$ cat config.mk
export PLATFORM = sky130hd
export DESIGN_NAME = stuffed_frame_builder
export DESIGN_NICKNAME = d
export VERILOG_FILES = /design/src/hdl/sfb_pkg.sv /design/src/hdl/sfb_front.sv /design/src/hdl/sfb_queue.sv /design/src/hdl/sfb_back.sv /design/src/hdl/stuffed_frame_builder.sv
export SDC_FILE = /design/constraint.sdc
export NUM_CORES = 1
export LEC_CHECK = 0
export ABC_AREA = 1
export BUFFER_PORTS_ARGS = -buffer_cell sky130_fd_sc_hd__clkbuf_2
export CELL_PAD_IN_SITES_DETAIL_PLACEMENT = 1
export CELL_PAD_IN_SITES_GLOBAL_PLACEMENT = 2
export CORE_MARGIN = 2
export CORE_UTILIZATION = 34
export DETAILED_ROUTE_END_ITERATION = 8
export PLACE_DENSITY = 0.84
export SKIP_CTS_REPAIR_TIMING = 1
export SYNTH_ARGS = -nofsm -noshare
export SYNTH_HDL_FRONTEND = slang
export SYNTH_SLANG_ARGS = --single-unit
$ cat constraint.sdc
create_clock -name i_clk -period 2.59 [get_ports i_clk]
set_clock_uncertainty 0.15 [all_clocks]
set_input_delay 0.518 -clock i_clk [delete_from_list [all_inputs] [get_ports i_clk]]
set_output_delay 0.518 -clock i_clk [all_outputs]
set_load 0.02 [all_outputs]
$ cat src/hdl/sfb_pkg.sv
// Package for the stuffed frame builder: queue entry type, configuration
// type, register indexes and reset values. No dependencies.
package sfb_pkg;

    localparam int QUEUE_DEPTH = 4;

    localparam int CFG_IDX_W = 3;

    localparam logic [CFG_IDX_W-1:0] CFG_FLAG    = 3'd0;
    localparam logic [CFG_IDX_W-1:0] CFG_ESCAPE  = 3'd1;
    localparam logic [CFG_IDX_W-1:0] CFG_MASK    = 3'd2;
    localparam logic [CFG_IDX_W-1:0] CFG_ADDRESS = 3'd3;
    localparam logic [CFG_IDX_W-1:0] CFG_CONTROL = 3'd4;

    localparam logic [7:0] RST_FLAG    = 8'h7E;
    localparam logic [7:0] RST_ESCAPE  = 8'h7D;
    localparam logic [7:0] RST_MASK    = 8'h20;
    localparam logic [7:0] RST_ADDRESS = 8'h03;
    localparam logic [7:0] RST_CONTROL = 8'h03;

    typedef struct packed {
        logic [7:0] flag_value;
        logic [7:0] escape_value;
        logic [7:0] toggle_mask;
        logic [7:0] address_value;
        logic [7:0] control_value;
    } t_cfg;

    // one classified item: header needed, frame end, raw byte, parity so far
    typedef struct packed {
        logic       hdr;
        logic       last;
        logic [7:0] data;
        logic [7:0] parity;
    } t_entry;

endpackage

$ cat src/hdl/sfb_front.sv
// Front end of the stuffed frame builder: accepts items, tracks frame
// position and running parity, and builds queue entries. Uses sfb_pkg.
module sfb_front import sfb_pkg::*; (
    input  logic       i_clk,
    input  logic       i_rst_n,
    input  logic       i_push,
    input  logic       i_full,
    input  logic [7:0] i_payload_byte,
    input  logic       i_ends_frame,
    output logic       o_wr,
    output t_entry     o_entry
);

    logic       r_inside;
    logic [7:0] r_parity;
    logic       n_inside;
    logic [7:0] n_parity;
    logic [7:0] par_now;

    assign o_wr    = i_push && !i_full;
    assign par_now = (r_inside ? r_parity : 8'h00) ^ i_payload_byte;

    always_comb begin
        o_entry.hdr    = !r_inside;
        o_entry.last   = i_ends_frame;
        o_entry.data   = i_payload_byte;
        o_entry.parity = par_now;
    end

    always_comb begin
        n_inside = r_inside;
        n_parity = r_parity;
        if (o_wr) begin
            n_inside = !i_ends_frame;
            n_parity = i_ends_frame ? 8'h00 : par_now;
        end
    end

    always_ff @(posedge i_clk) begin
        if (!i_rst_n) begin
            r_inside <= 1'b0;
            r_parity <= 8'h00;
        end else begin
            r_inside <= n_inside;
            r_parity <= n_parity;
        end
    end

endmodule

$ cat src/hdl/sfb_queue.sv
// Short queue of classified entries between front and back ends.
// Uses sfb_pkg for the entry type.
module sfb_queue import sfb_pkg::*; #(
    parameter int P_DEPTH = QUEUE_DEPTH
) (
    input  logic   i_clk,
    input  logic   i_rst_n,
    input  logic   i_wr,
    input  t_entry i_entry,
    input  logic   i_rd,
    output t_entry o_head,
    output logic   o_valid,
    output logic   o_full
);

    localparam int PTR_W = $clog2(P_DEPTH);
    localparam int CNT_W = $clog2(P_DEPTH + 1);
    localparam logic [PTR_W-1:0] PTR_LAST = PTR_W'(P_DEPTH - 1);
    localparam logic [CNT_W-1:0] CNT_FULL = CNT_W'(P_DEPTH);

    t_entry            r_mem [P_DEPTH];
    logic [PTR_W-1:0]  r_wptr, n_wptr;
    logic [PTR_W-1:0]  r_rptr, n_rptr;
    logic [CNT_W-1:0]  r_cnt,  n_cnt;

    assign o_head  = r_mem[r_rptr];
    assign o_valid = (r_cnt != '0);
    assign o_full  = (r_cnt == CNT_FULL);

    always_comb begin
        n_wptr = r_wptr;
        n_rptr = r_rptr;
        n_cnt  = r_cnt;
        if (i_wr) begin
            n_wptr = (r_wptr == PTR_LAST) ? '0 : r_wptr + 1'b1;
        end
        if (i_rd) begin
            n_rptr = (r_rptr == PTR_LAST) ? '0 : r_rptr + 1'b1;
        end
        if (i_wr && !i_rd) begin
            n_cnt = r_cnt + 1'b1;
        end else if (!i_wr && i_rd) begin
            n_cnt = r_cnt - 1'b1;
        end
    end

    always_ff @(posedge i_clk) begin
        if (i_wr) begin
            r_mem[r_wptr] <= i_entry;
        end
    end

    always_ff @(posedge i_clk) begin
        if (!i_rst_n) begin
            r_wptr <= '0;
            r_rptr <= '0;
            r_cnt  <= '0;
        end else begin
            r_wptr <= n_wptr;
            r_rptr <= n_rptr;
            r_cnt  <= n_cnt;
        end
    end

    a_no_overflow: assert property (@(posedge i_clk) disable iff (!i_rst_n)
        i_wr |-> (r_cnt != CNT_FULL))
        else $error("queue written while full");

    a_no_underflow: assert property (@(posedge i_clk) disable iff (!i_rst_n)
        i_rd |-> (r_cnt != '0))
        else $error("queue read while empty");

endmodule

$ cat src/hdl/sfb_back.sv
// Back end of the stuffed frame builder: walks each entry through header (at frame
// start), stuffed data, and at frame end parity and closing flag, one byte per cycle
// into an output register while it is empty or popped. Uses sfb_pkg.
module sfb_back import sfb_pkg::*; (
    input  logic       i_clk,
    input  logic       i_rst_n,
    input  t_cfg       i_cfg,
    input  t_entry     i_head,
    input  logic       i_head_valid,
    output logic       o_rd,
    input  logic       i_pop,
    output logic       o_empty,
    output logic [7:0] o_line_byte,
    output logic       o_run_last,
    output logic       o_frame_done
);

    typedef enum logic [8:0] {
        ST_FLAG  = 9'b000000001,
        ST_ADDR  = 9'b000000010,
        ST_CTRL  = 9'b000000100,
        ST_HXOR  = 9'b000001000,
        ST_DATA  = 9'b000010000,
        ST_DXOR  = 9'b000100000,
        ST_PAR   = 9'b001000000,
        ST_PXOR  = 9'b010000000,
        ST_CLOSE = 9'b100000000
    } t_step;

    t_step      r_step, n_step, cur_step;
    logic       r_busy, n_busy;
    logic       r_ovalid, n_ovalid;
    logic [7:0] r_obyte;
    logic       r_olast, r_odone;

    logic       adv;
    logic       d_stuff, p_stuff;
    logic [7:0] emit_byte;
    logic       emit_done;   // last byte for this entry
    logic       emit_close;

    assign adv      = i_head_valid && (!r_ovalid || i_pop);
    assign cur_step = r_busy ? r_step : (i_head.hdr ? ST_FLAG : ST_DATA);
    assign d_stuff  = (i_head.data == i_cfg.flag_value) ||
                      (i_head.data == i_cfg.escape_value);
    assign p_stuff  = (i_head.parity == i_cfg.flag_value) ||
                      (i_head.parity == i_cfg.escape_value);

    always_comb begin
        emit_byte  = i_cfg.flag_value;
        emit_done  = 1'b0;
        emit_close = 1'b0;
        n_step     = cur_step;
        case (cur_step)
            ST_FLAG: begin
                emit_byte = i_cfg.flag_value;
                n_step    = ST_ADDR;
            end
            ST_ADDR: begin
                emit_byte = i_cfg.address_value;
                n_step    = ST_CTRL;
            end
            ST_CTRL: begin
                emit_byte = i_cfg.control_value;
                n_step    = ST_HXOR;
            end
            ST_HXOR: begin
                emit_byte = i_cfg.address_value ^ i_cfg.control_value;
                n_step    = ST_DATA;
            end
            ST_DATA: begin
                if (d_stuff) begin
                    emit_byte = i_cfg.escape_value;
                    n_step    = ST_DXOR;
                end else begin
                    emit_byte = i_head.data;
                    n_step    = ST_PAR;
                    emit_done = !i_head.last;
                end
            end
            ST_DXOR: begin
                emit_byte = i_head.data ^ i_cfg.toggle_mask;
                n_step    = ST_PAR;
                emit_done = !i_head.last;
            end
            ST_PAR: begin
                if (p_stuff) begin
                    emit_byte = i_cfg.escape_value;
                    n_step    = ST_PXOR;
                end else begin
                    emit_byte = i_head.parity;
                    n_step    = ST_CLOSE;
                end
            end
            ST_PXOR: begin
                emit_byte = i_head.parity ^ i_cfg.toggle_mask;
                n_step    = ST_CLOSE;
            end
            ST_CLOSE: begin
                emit_byte  = i_cfg.flag_value;
                emit_done  = 1'b1;
                emit_close = 1'b1;
                n_step     = ST_FLAG;
            end
            default: begin
                emit_byte  = i_cfg.flag_value;
                emit_done  = 1'b1;
                n_step     = ST_FLAG;
            end
        endcase
    end

    assign o_rd = adv && emit_done;

    always_comb begin
        n_busy   = r_busy;
        n_ovalid = r_ovalid;
        if (i_pop && r_ovalid) begin
            n_ovalid = 1'b0;
        end
        if (adv) begin
            n_ovalid = 1'b1;
            n_busy   = !emit_done;
        end
    end

    always_ff @(posedge i_clk) begin
        if (!i_rst_n) begin
            r_busy   <= 1'b0;
            r_step   <= ST_FLAG;
            r_ovalid <= 1'b0;
        end else begin
            r_busy   <= n_busy;
            r_ovalid <= n_ovalid;
            if (adv) begin
                r_step <= n_step;
            end
        end
    end

    always_ff @(posedge i_clk) begin
        if (adv) begin
            r_obyte <= emit_byte;
            r_olast <= emit_done;
            r_odone <= emit_close;
        end
    end

    assign o_empty      = !r_ovalid;
    assign o_line_byte  = r_obyte;
    assign o_run_last   = r_olast;
    assign o_frame_done = r_odone;

    a_close_ends_run: assert property (@(posedge i_clk) disable iff (!i_rst_n)
        (r_ovalid && r_odone) |-> r_olast)
        else $error("closing flag not marked as last byte of item");

    a_busy_has_head: assert property (@(posedge i_clk) disable iff (!i_rst_n)
        r_busy |-> i_head_valid)
        else $error("sequencer mid-entry with no entry queued");

endmodule

$ cat src/hdl/stuffed_frame_builder.sv
// With the back end idle, an accepted item is written into the queue memory and
// its first byte then goes through the back-end output register to the ports.
// The back end puts out one line byte per cycle while its output is free or
// popped; an item makes 1 to 9 line bytes (header 4, stuffed byte 1-2, on frame
// end stuffed parity 1-2 plus closing flag), emitted by the back-end sequencer.
// Reset (synchronous, active low) empties the queue, restarts outside a frame
// and loads the default flag, escape, mask, address and control values.
module stuffed_frame_builder import sfb_pkg::*; #(
    parameter int P_QUEUE_DEPTH = QUEUE_DEPTH
) (
    input  logic                 i_clk,
    input  logic                 i_rst_n,
    input  logic                 push,
    output logic                 full,
    input  logic [7:0]           i_payload_byte,
    input  logic                 i_ends_frame,
    output logic                 empty,
    input  logic                 pop,
    output logic [7:0]           o_line_byte,
    output logic                 o_run_last,
    output logic                 o_frame_done,
    input  logic                 i_cfg_valid,
    output logic                 o_cfg_ready,
    input  logic [CFG_IDX_W-1:0] i_cfg_index,
    input  logic [7:0]           i_cfg_data
);

    t_cfg   r_cfg;
    t_entry wr_entry, head;
    logic   wr, rd, head_valid;

    assign o_cfg_ready = 1'b1;

    always_ff @(posedge i_clk) begin
        if (!i_rst_n) begin
            r_cfg.flag_value    <= RST_FLAG;
            r_cfg.escape_value  <= RST_ESCAPE;
            r_cfg.toggle_mask   <= RST_MASK;
            r_cfg.address_value <= RST_ADDRESS;
            r_cfg.control_value <= RST_CONTROL;
        end else if (i_cfg_valid && o_cfg_ready) begin
            case (i_cfg_index)
                CFG_FLAG:    r_cfg.flag_value    <= i_cfg_data;
                CFG_ESCAPE:  r_cfg.escape_value  <= i_cfg_data;
                CFG_MASK:    r_cfg.toggle_mask   <= i_cfg_data;
                CFG_ADDRESS: r_cfg.address_value <= i_cfg_data;
                CFG_CONTROL: r_cfg.control_value <= i_cfg_data;
                default: begin
                end
            endcase
        end
    end

    sfb_front u_front (
        .i_clk          (i_clk),
        .i_rst_n        (i_rst_n),
        .i_push         (push),
        .i_full         (full),
        .i_payload_byte (i_payload_byte),
        .i_ends_frame   (i_ends_frame),
        .o_wr           (wr),
        .o_entry        (wr_entry)
    );

    sfb_queue #(
        .P_DEPTH (P_QUEUE_DEPTH)
    ) u_queue (
        .i_clk   (i_clk),
        .i_rst_n (i_rst_n),
        .i_wr    (wr),
        .i_entry (wr_entry),
        .i_rd    (rd),
        .o_head  (head),
        .o_valid (head_valid),
        .o_full  (full)
    );

    sfb_back u_back (
        .i_clk        (i_clk),
        .i_rst_n      (i_rst_n),
        .i_cfg        (r_cfg),
        .i_head       (head),
        .i_head_valid (head_valid),
        .o_rd         (rd),
        .i_pop        (pop),
        .o_empty      (empty),
        .o_line_byte  (o_line_byte),
        .o_run_last   (o_run_last),
        .o_frame_done (o_frame_done)
    );

endmodule
==> results of run 1 <==
==> worst max-delay path by stage <==
stage	cells after the start	slack [ns]	endpoint
CTS	19	-0.47	u_queue.r_cnt[2]
global route	22	-0.56	u_queue.r_cnt[2]
finish	22	-0.37	u_queue.r_cnt[2]
global placement	22	-0.28	u_queue.r_cnt[2]
detailed placement	22	-0.36	u_queue.r_cnt[2]
floorplan	23	-0.06	u_queue.r_cnt[2]
==> metrics by stage <==
step | worst slack (ns) | util
3_5_place_dp | -0.357 | 0.394
2_1_floorplan | -0.0645 | -
6_report | -0.369 | 0.462
4_1_cts | -0.472 | 0.422
5_1_grt | -0.556 | 0.462
3_3_place_gp | -0.284 | 0.394
==> cell families (layout without fill, tap and decap cells) <==
group,count (synthesis),count (layout),share of synthesized area
xor+xnor,22,22,0.0248
compound gates,126,126,0.0924
flops,151,151,0.496
other cells,1,1,0.000483
fa+ha+maj,7,7,0.0123
simple gates,498,500,0.300
buf+inv,131,278,0.0747
==> layout make-up <==
| type | instances | area [sq um] |
|---|---|---|
| Clock inverter | 13 | 194 |
| Inverter | 98 | 409 |
| Sequential cell | 151 | 3850 |
| Multi-Input combinational cell | 656 | 3860 |
| Tap cell | 285 | 357 |
| Clock buffer | 19 | 433 |
| Fill cell | 2621 | 12100 |
| Timing Repair Buffer | 146 | 1260 |
| Timing Repair inverter | 2 | 22.5 |
==> power groups by stage <==
stage	Combinational (mW)	Clock, mW	Sequential, mW
after detailed placement	3.69	0	3.09
after CTS	3.73	2.76	3.04
final	4.66	2.71	3.06
after global routing	5.08	2.85	3.09
after floorplan	2.20	0	3.14
after global placement	3.62	0	3.08
==> cells in the final DEF, fill, tap and decap left out, drive strengths merged <==
cell type and count:
a211oi 1, a21boi 1, a21oi 46, a22oi 8
a32o 1, buf 106, bufinv 4, clkbuf 59
clkinv 9, conb 1, dfxtp 69, edfxtp 82
fa 1, ha 6, inv 100, nand2 275
nand3 137, nand4 18, nor2 54, nor3 12
nor3b 1, nor4 1, o211ai 16, o21a 1
o21ai 44, o22ai 8, or2 2, xor2 22
==> worst max-delay path, cell delays in order (launching register included) <==
cell,delay [ns]
dfxtp_4,0.38
clkbuf_16,0.18
buf_16,0.13
nand2_4,0.05
nand3_2,0.11
buf_4,0.13
nand3_1,0.07
nand2_1,0.10
nand2_2,0.09
nor2_4,0.11
nand2_2,0.08
nand3_2,0.09
nand2_2,0.07
nand2_2,0.07
nand2_2,0.05
nand2_1,0.06
ha_2,0.16
inv_2,0.04
fa_2,0.35
a21oi_2,0.14
o21ai_2,0.07
o21ai_1,0.11
a21oi_1,0.05
==> sequential cells by signal, indices dropped and copies added, names as in the netlist, named ones only <==
signal and flops:
u_queue.r_wptr 2, u_back.r_ovalid 1, u_queue.r_cnt 3, u_back.r_busy 1, u_back.o_frame_done 1, r_cfg 40
u_back.o_run_last 1, u_queue.r_mem 72, u_back.o_line_byte 8, u_back.r_step 9, u_front.r_parity 8, u_front.r_inside 1
u_queue.r_rptr 2
==> routing by layer <==
metal | vias to the layer above | global-route usage | share of wire
li1 | 3418 | - | -
met1 | 3509 | 0.241 | 0.43
met2 | 92 | 0.361 | 0.53
met3 | 24 | 0.0357 | 0.023
met4 | 0 | 0.0547 | 0.012
met5 | - | 0 | 0
==> metrics, run 1 <==
Slew HR 0.634; status finished, violations left; hold-critical path depth 1; final instance area 0.0104 sq mm; hold_ws 0.169 ns; endpoints failing hold 0; top post-synthesis cells by area edfxtp_1 32%, dfxtp_1 18%, nand2_1 12%; Max Slew Vio Count 0; via count just over 7000; gpl congestion 0.817; fmax approximately 340 MHz; Tmin final roughly 3.0 ns; row cnt 55; RSZ-0062 raised after global routing yes; reg-to-reg endpoint u_queue.r_cnt[2]; Setup violations, final 10; post-DP HPWL 16800 um; sw frac 0.387; synthesized area 0.00776 sq mm; hold path startpoint i_ends_frame; Placed Area ~0.0089 sq mm; Initial Utilization 0.345; wire length per cell 18.5 um; DRT Wirelength 25400 um; Post-Layout Cell Count 1370; fin crit share 1.14; DR iter-0 viols 298; ANT nets after route 0; setup TNS -1.05 ns; area of the core 0.0225 sq mm; top cell type's share of synthesized area 0.317; register bit total from synthesis 151; MaxCap Viol Count 0; Yosys cell types 41; clock-pin slew on the worst setup and hold paths 0.06 ns; # IOs 38; drt drc 0; CTS H-tree lvls 4; chip width 155 um; clock sink count 151; final setup margin -0.369 ns; Setup Crit Path Kind reg -> reg; # diodes 0; ys flop type edfxtp_1; Pwr per Cell Area around 1000 mW/mm^2; Hold/Removal Path Class in -> reg; Register-to-Register Path Depth 22; area grow syn2layout 33.9%; Slew @ Worst Pin 0.549 ns; VDD IR max 0.727 mV; R2R setup slack -0.37 ns; Port Buffers 36; DR vias/cell 5.14; sequential area share after synthesis 0.496; Sequential Power Share 0.293; Internal between 6 and 7 mW; clk buf depth 2; Crit Path Max Fanout 6; CP arrival 3.14 ns; Critical Path End Type flip-flop; initial antenna violation count 0; TritonCTS buffer count 17; critical path startpoint category flip-flop; count leader, synth nand2_1; Yosys top cell by area edfxtp_1; placed cells 1310; commonest cells in the netlist 256 x nand2_1, 121 x nand3_1, 93 x inv_1, 82 x edfxtp_1, 69 x dfxtp_1; Avg Cell Area, Syn about 8.3 sq um; first-pass GRT wire length 37200 um; syn nets 968; clock insertion delay at the later pin of the skew report 0.44 ns; Design Power 10.4 mW; Gate Count Post-Synth roughly 940; CTS tree built; largest net degree at the start of global routing 51; combinational power share 0.447; Post-synth EDFFs 82; Crit path required time 2.77 ns; Overall Global Routing Usage 0.199; die height around 160 um; Congestion Overflow GR 0; die area 0.0240 sq mm; nets@finish 1104; worst hold endpoint u_queue.r_mem[3][16]; number of global-route vias before repair 7113; Leakage approximately 4.4 nW; share of layout cells above drive strength 1 0.324; failing checks negative setup slack; Yosys warnings 0; CTS root buf clkbuf_16; DR pass1 iterations 4; clock group share of total power 0.260; net switching power approximately 4.0 mW; fraction of registers with async set/reset 0
(Power assumes the default switching activity.)
==> inputs of run 2 (changes only) <==
--- a/config.mk
+++ b/config.mk
@@ -5,14 +5,13 @@
 export SDC_FILE = /design/constraint.sdc
 export NUM_CORES = 1
 export LEC_CHECK = 0
-export ABC_AREA = 1
 export BUFFER_PORTS_ARGS = -buffer_cell sky130_fd_sc_hd__clkbuf_2
 export CELL_PAD_IN_SITES_DETAIL_PLACEMENT = 1
 export CELL_PAD_IN_SITES_GLOBAL_PLACEMENT = 2
 export CORE_MARGIN = 2
-export CORE_UTILIZATION = 34
+export CORE_UTILIZATION = 37
 export DETAILED_ROUTE_END_ITERATION = 8
-export PLACE_DENSITY = 0.84
+export PLACE_DENSITY = 0.83
 export SKIP_CTS_REPAIR_TIMING = 1
 export SYNTH_ARGS = -nofsm -noshare
 export SYNTH_HDL_FRONTEND = slang
==> run 2 against run 1 <==
  * Sequential power fell by 1%
  * The flow still finishes with violations (negative setup slack)
  * Highest routed layer unchanged
  * Utilization rose by 1.5 points
  * Clock power fell by 12%
  * Critical endpoint unchanged
  * Clock-buffer cell count fell by 2
  * Routed wire length fell by 19%
  * Sequential cell count did not move
  * Critical path depth fell by 7
  * Synthesized cell count fell by 34%
==> metrics, run 2 <==
Crit Path Max Fanout 4; Post-synth EDFFs around 80; Hold/Removal Path Class in -> reg; row cnt 50; Tmin final 3.52 ns; fraction of registers with async set/reset 0; DR iter-0 viols 316; fin crit share 1.36; synthesized area 0.00705 sq mm; first-pass GRT wire length between 30000 and 40000 um; ANT nets after route 0; top post-synthesis cells by area edfxtp_1 35%, dfxtp_1 20%, nand2_1 6.7%; chip width 142 um; clock insertion delay at the later pin of the skew report 0.43 ns; Leakage 3.30 nW; commonest non-fill, non-tap cells in the layout 123 x nand2_1, 82 x edfxtp_1, 80 x buf_4; CP arrival 3.74 ns; RSZ-0062 raised after global routing yes; Crit path required time 2.81 ns; Placed Area 0.00801 sq mm; wire length per cell 20.9 um; top cell type's share of synthesized area 0.349; max FFs per register 72; fmax 284 MHz; post-DP HPWL 14200 um; register bit total from synthesis about 150; Gate Count Post-Synth 614; DR pass1 iterations 5; met1 usage 0.259; final instance area roughly 0.0089 sq mm; Pwr per Cell Area roughly 900 mW/mm^2; CTS H-tree lvls 4; largest net degree at the start of global routing 51; nets@finish 771; CTS tree built; syn nets 646; clock-pin slew on the worst setup and hold paths 0.07 ns; CTS root buf clkbuf_16; reg-to-reg endpoint u_queue.r_cnt[2]; area grow syn2layout 26.6%; commonest cells in the netlist 125 x nand2_1, 82 x edfxtp_1, 69 x dfxtp_1, 40 x xnor2_1, 36 x a21boi_0; MaxCap Viol Count 0; sequential area share after synthesis 0.545; count leader, synth nand2_1; Yosys cell types 59; TritonCTS buffer count 17; gpl congestion 0.827; # IOs 38; endpoints failing hold 0; ys flop type edfxtp_1; most common cell after layout, fill and taps aside nand2_1; DRT Wirelength 20600 um; Max Slew Vio Count 0; Port Buffers 36; Yosys warnings 0; largest registers u_queue.r_mem (72), r_cfg (40), u_back.r_step (9); pre-CTS setup slack -1.04 ns; Setup crit end u_queue.r_cnt[2]; Setup violations, final 21; GR Util met3 0.0431; via count 5210; drt drc 0; Yosys top cell by area edfxtp_1; critical path startpoint category flip-flop; R2R setup slack -0.93 ns; area of the core 0.0187 sq mm; clock sink count around 150; Critical Path End Type flip-flop; Slew HR 0.366; Most Crowded Layer GR met2; Overall Global Routing Usage 0.203; # diodes 0; die area 0.0202 sq mm; final setup margin -0.933 ns; Avg Cell Area, Syn between 10 and 15 sq um; Register-to-Register Path Depth 15; Congestion Overflow GR 0; Setup Crit Path Kind reg -> reg; routing usage on met2 0.350; Slew @ Worst Pin 0.951 ns; clk buf depth 2; number of global-route vias before repair 5443; status finished, violations left; Initial Utilization 0.377; die height between 100 and 150 um; DR vias/cell between 5 and 6; share of layout cells above drive strength 1 0.306; Design Power 8.07 mW; initial antenna violation count 0; VDD IR max 0.689 mV; failing checks negative setup slack; Most flops, register u_queue.r_mem
[run 2: changes by cell type after synthesis, sizes merged, moves of 18 or more]
cell	change
nand2	-148
nand3	-118
inv	-85
xnor2	+41
nor2	-40
a21oi	-39
a21boi	+35
mux4	+18
[run 2: stage by stage]
step,hold WS (ns),std cells,TNS [ns],util
after CTS,0.187,966,-10.05,0.458
after global routing,0.194,986,-11.35,0.477
final,0.201,986,-9.39,0.477
after detailed placement,0.307,934,-9.29,0.428
after global placement,0.299,934,-7.54,0.428
after floorplan,0.291,614,-1.99,-
[run 2: worst min-delay path by stage]
stage | start | endpoint | slack (ns) | cells after the start
after floorplan | u_front.r_parity[7] | u_front.r_parity[7] | 0.29 | 2
after global placement | u_front.r_parity[2] | u_front.r_parity[2] | 0.30 | 2
after detailed placement | u_front.r_parity[3] | u_front.r_parity[3] | 0.31 | 2
after CTS | i_payload_byte[3] | u_queue.r_mem[1][11] | 0.19 | 1
after global routing | i_payload_byte[5] | u_queue.r_mem[1][13] | 0.19 | 1
final | i_payload_byte[3] | u_queue.r_mem[1][11] | 0.20 | 1
[run 2: kinds of logic after synthesis]
family / Yosys count / share of synthesized area
compound gates: 112 / 0.113
flops: 151 / 0.545
other cells: 1 / 0.000532
buf+inv: 39 / 0.0273
simple gates: 225 / 0.155
xor+xnor: 50 / 0.0632
mux: 29 / 0.0822
fa+ha+maj: 7 / 0.0135
[run 2: where the power goes]
part	leakage [nW]	internal, mW	switching [mW]
combinational	1.71	1.26	1.40
clock	0.281	1.27	1.11
sequential	1.32	2.87	0.151
total	3.30	5.40	2.67
[run 2: routing by layer]
metal  vias up  routed length (um)
met3        24                 494
met4         0                 386
li1       2470                   -
met5         -                   0
met2        74               10700
met1      2642                9010
[run 2: area by class of cell]
cell class,instances,area (sq um)
clock inverters,15,130
flip-flops and latches,151,3850
well taps,234,293
fillers,1998,9780
multi-input cells,425,3160
inverters,11,41.3
clock buffers,17,425
repair buffers,133,1020
[run 2: worst max-delay path, stage by stage, from the launching register on]
cell and delay, ns:
dfxtp_4 0.36, buf_6 0.13, buf_6 0.12, buf_6 0.11
mux4_2 0.35, or2b_4 0.28, a221o_2 0.35, or3b_4 0.26
nor2b_4 0.05, o21ai_4 0.17, ha_4 0.15, inv_2 0.03
fa_2 0.32, xor2_1 0.17, or3_1 0.32, a21boi_1 0.14
==> inputs of run 3 (changes only) <==
--- a/config.mk
+++ b/config.mk
@@ -9,10 +9,12 @@
 export CELL_PAD_IN_SITES_DETAIL_PLACEMENT = 1
 export CELL_PAD_IN_SITES_GLOBAL_PLACEMENT = 2
 export CORE_MARGIN = 2
-export CORE_UTILIZATION = 37
+export CORE_UTILIZATION = 39
 export DETAILED_ROUTE_END_ITERATION = 8
-export PLACE_DENSITY = 0.83
+export PLACE_DENSITY = 0.84
+export SETUP_SLACK_MARGIN = 0.5
 export SKIP_CTS_REPAIR_TIMING = 1
 export SYNTH_ARGS = -nofsm -noshare
 export SYNTH_HDL_FRONTEND = slang
+export SYNTH_HIERARCHICAL = 1
 export SYNTH_SLANG_ARGS = --single-unit
==> run 3 against run 2 <==
  * The run still ends with negative setup slack left
  * Sequential share of layout area decreased by 1.4 points
  * Clock power decreased by 6%
  * Critical endpoint is now u_queue/r_cnt[2]
  * Largest power group is now combinational cells
  * Power increased by 8.8%
==> metrics, run 3 <==
failing checks negative setup slack; TritonCTS buffer count 17; die area 0.0201 sq mm; commonest cells in the netlist 82 x edfxtp_1, 69 x dfxtp_1, 59 x nand2_1, 49 x mux2i_1, 37 x nor2b_1; VDD IR max 0.547 mV; R2R setup slack -0.87 ns; clock-pin slew on the worst setup and hold paths 0.06 ns; commonest non-fill, non-tap cells in the layout 83 x buf_4, 82 x edfxtp_1, 68 x dfxtp_1; CP Buf/Inv Count 3; critical path startpoint category flip-flop; fin crit share 1.34; # IOs 38; Worst path top cell family by delay simple AND/OR/NAND/NOR gates; max FFs per register 72; Pwr per Cell Area 952 mW/mm^2; Internal around 5.7 mW; largest registers u_queue/r_mem (72), r_cfg (40), u_back/r_step (9); via count 5138; largest net degree at the start of global routing 28; Sequential Power Share 0.353; synthesized area roughly 0.0074 sq mm; Setup Crit Path Kind reg -> reg; status finished, violations left; DR pass1 iterations 4; Design Power 8.78 mW; Multi-input gate area 0.00349 sq mm; most common cell after layout, fill and taps aside buf_4; CTS H-tree lvls 4; slowest CP cell mux4_2; drt drc 0; Yosys cell types 72; fmax 289 MHz; initial antenna violation count 0; Overall Global Routing Usage 0.207; final core utilization 0.493; Tmin final 3.46 ns; area of the core ~0.019 sq mm; clock sink count 151; DR vias/cell 5.37; Yosys top cell by area edfxtp_1; Placed Area 0.00838 sq mm; CP max stage delay 0.57 ns; Leakage 3.49 nW; CP cell instances buf_8 -> mux4_2 -> xnor2_2 -> nand4_1 -> o22ai_4 -> o21a_1 -> or2_4 -> a21oi_4 -> inv_2 -> ha_4 -> inv_2 -> fa_2 -> xor2_2 -> or3_1 -> a21boi_1; top cell type's share of synthesized area 0.332; setup TNS -8.92 ns; final setup margin -0.868 ns; post-DP HPWL 15000 um; sequential area share after synthesis 0.518; Slew HR 0.514; DRT Wirelength slightly above 20000 um; final instance area 0.00922 sq mm; sequential standard cell area just under 0.004 sq mm; syn nets 627; endpoints failing hold 0; Gate Count Post-Synth 595; CTS tree built; area grow syn2layout 24.4%; first-pass GRT wire length 31100 um; count leader, synth edfxtp_1; number of global-route vias before repair 5637; Most flops, register u_queue/r_mem; combinational power share 0.392; register bit total from synthesis between 150 and 200; Post-synth EDFFs a little over 80; net switching power 3.03 mW; Congestion Overflow GR 0; CTS root buf clkbuf_16; pre-CTS setup slack -1.06 ns; Port Buffers 36; row cnt 50; clock group share of total power 0.254; gpl congestion just under 0.9; Setup violations, final 18; ys flop type edfxtp_1; nets@finish 742; MaxCap Viol Count 0; wire length per cell between 20 and 25 um; RSZ-0062 raised after global routing yes; DR iter-0 viols 289; ANT nets after route 0; Crit path top cell by count inv_2; sw frac 0.345; chip width 142 um; share of layout cells above drive strength 1 0.335; Slew @ Worst Pin 0.726 ns; CP arrival 3.67 ns; die height 142 um; Max Slew Vio Count 0; Yosys warnings 6; clock insertion delay at the later pin of the skew report 0.43 ns; # fillers 1943; # diodes 0; clk buf depth 2; Crit Path Max Fanout 6; top post-synthesis cells by area edfxtp_1 33%, dfxtp_1 19%, mux2i_1 6.6%; Initial Utilization 0.397; Hold/Removal Path Class in -> reg; Avg Cell Area, Syn 12.5 sq um; fraction of registers with async set/reset 0; Critical Path End Type flip-flop; Crit path required time ~2.8 ns
-- run 3: worst paths after layout --
kind / endpoint / cells past startpoint / startpoint
worst max register to register: u_queue/r_cnt[2] / 15 / flip-flop
worst min-delay path: u_queue/r_mem[1][8] / 1 / i_payload_byte[0]
worst min register to register: u_front/r_parity[6] / 1 / u_front/r_parity[6]
worst max-delay path: u_queue/r_cnt[2] / 15 / flip-flop
-- run 3: cell type report --
cell class	count	share of cell area
flip-flops and latches	151	0.417
multi-input cells	392	0.378
repair buffers	135	0.110
clock buffers	21	0.0477
well taps	234	0.0317
clock inverters	11	0.00868
inverters	12	0.00529
repair inverters	1	0.000814
-- run 3: cell families after synthesis --
| family | after synthesis | synth area share |
|---|---|---|
| AO/OA/AOI/OAI | 87 | 0.0918 |
| buffers and inverters | 52 | 0.0410 |
| other | 1 | 0.000506 |
| adder cells (fa/ha/maj) | 7 | 0.0128 |
| AND/OR/NAND/NOR | 169 | 0.136 |
| XOR/XNOR | 57 | 0.0683 |
| flip-flops | 151 | 0.518 |
| multiplexers | 71 | 0.131 |
-- run 3: metrics by stage --
step / cells / hold WS (ns)
floorplan: 595 / 0.292
global placement: 914 / 0.296
detailed placement: 914 / 0.312
CTS: 946 / 0.190
global route: 957 / 0.202
finish: 957 / 0.207
-- run 3: worst reg2reg max path: stages, from the launching register on --
cell and delay, ns:
dfxtp_4 0.42, buf_8 0.14, mux4_2 0.58, xnor2_2 0.19, nand4_1 0.19, o22ai_4 0.20
o21a_1 0.15, or2_4 0.13, a21oi_4 0.06, inv_2 0.07, ha_4 0.13, inv_2 0.04
fa_2 0.34, xor2_2 0.16, or3_1 0.31, a21boi_1 0.14
-- run 3: power by group through the flow --
stage	registers (mW)	logic, mW	clock network [mW]
final	3.10	3.44	2.23
after global routing	3.13	3.68	2.38
after CTS	3.10	3.00	2.28
after detailed placement	3.15	2.98	0
after global placement	3.12	2.85	0
after floorplan	3.18	1.83	0
-- run 3: layer usage --
layer,vias to the layer above,track usage,part of all wire
li1,2413,-,-
met1,2627,0.250,0.43
met2,67,0.371,0.53
met3,31,0.0415,0.025
met4,0,0.0700,0.019
met5,-,0,0
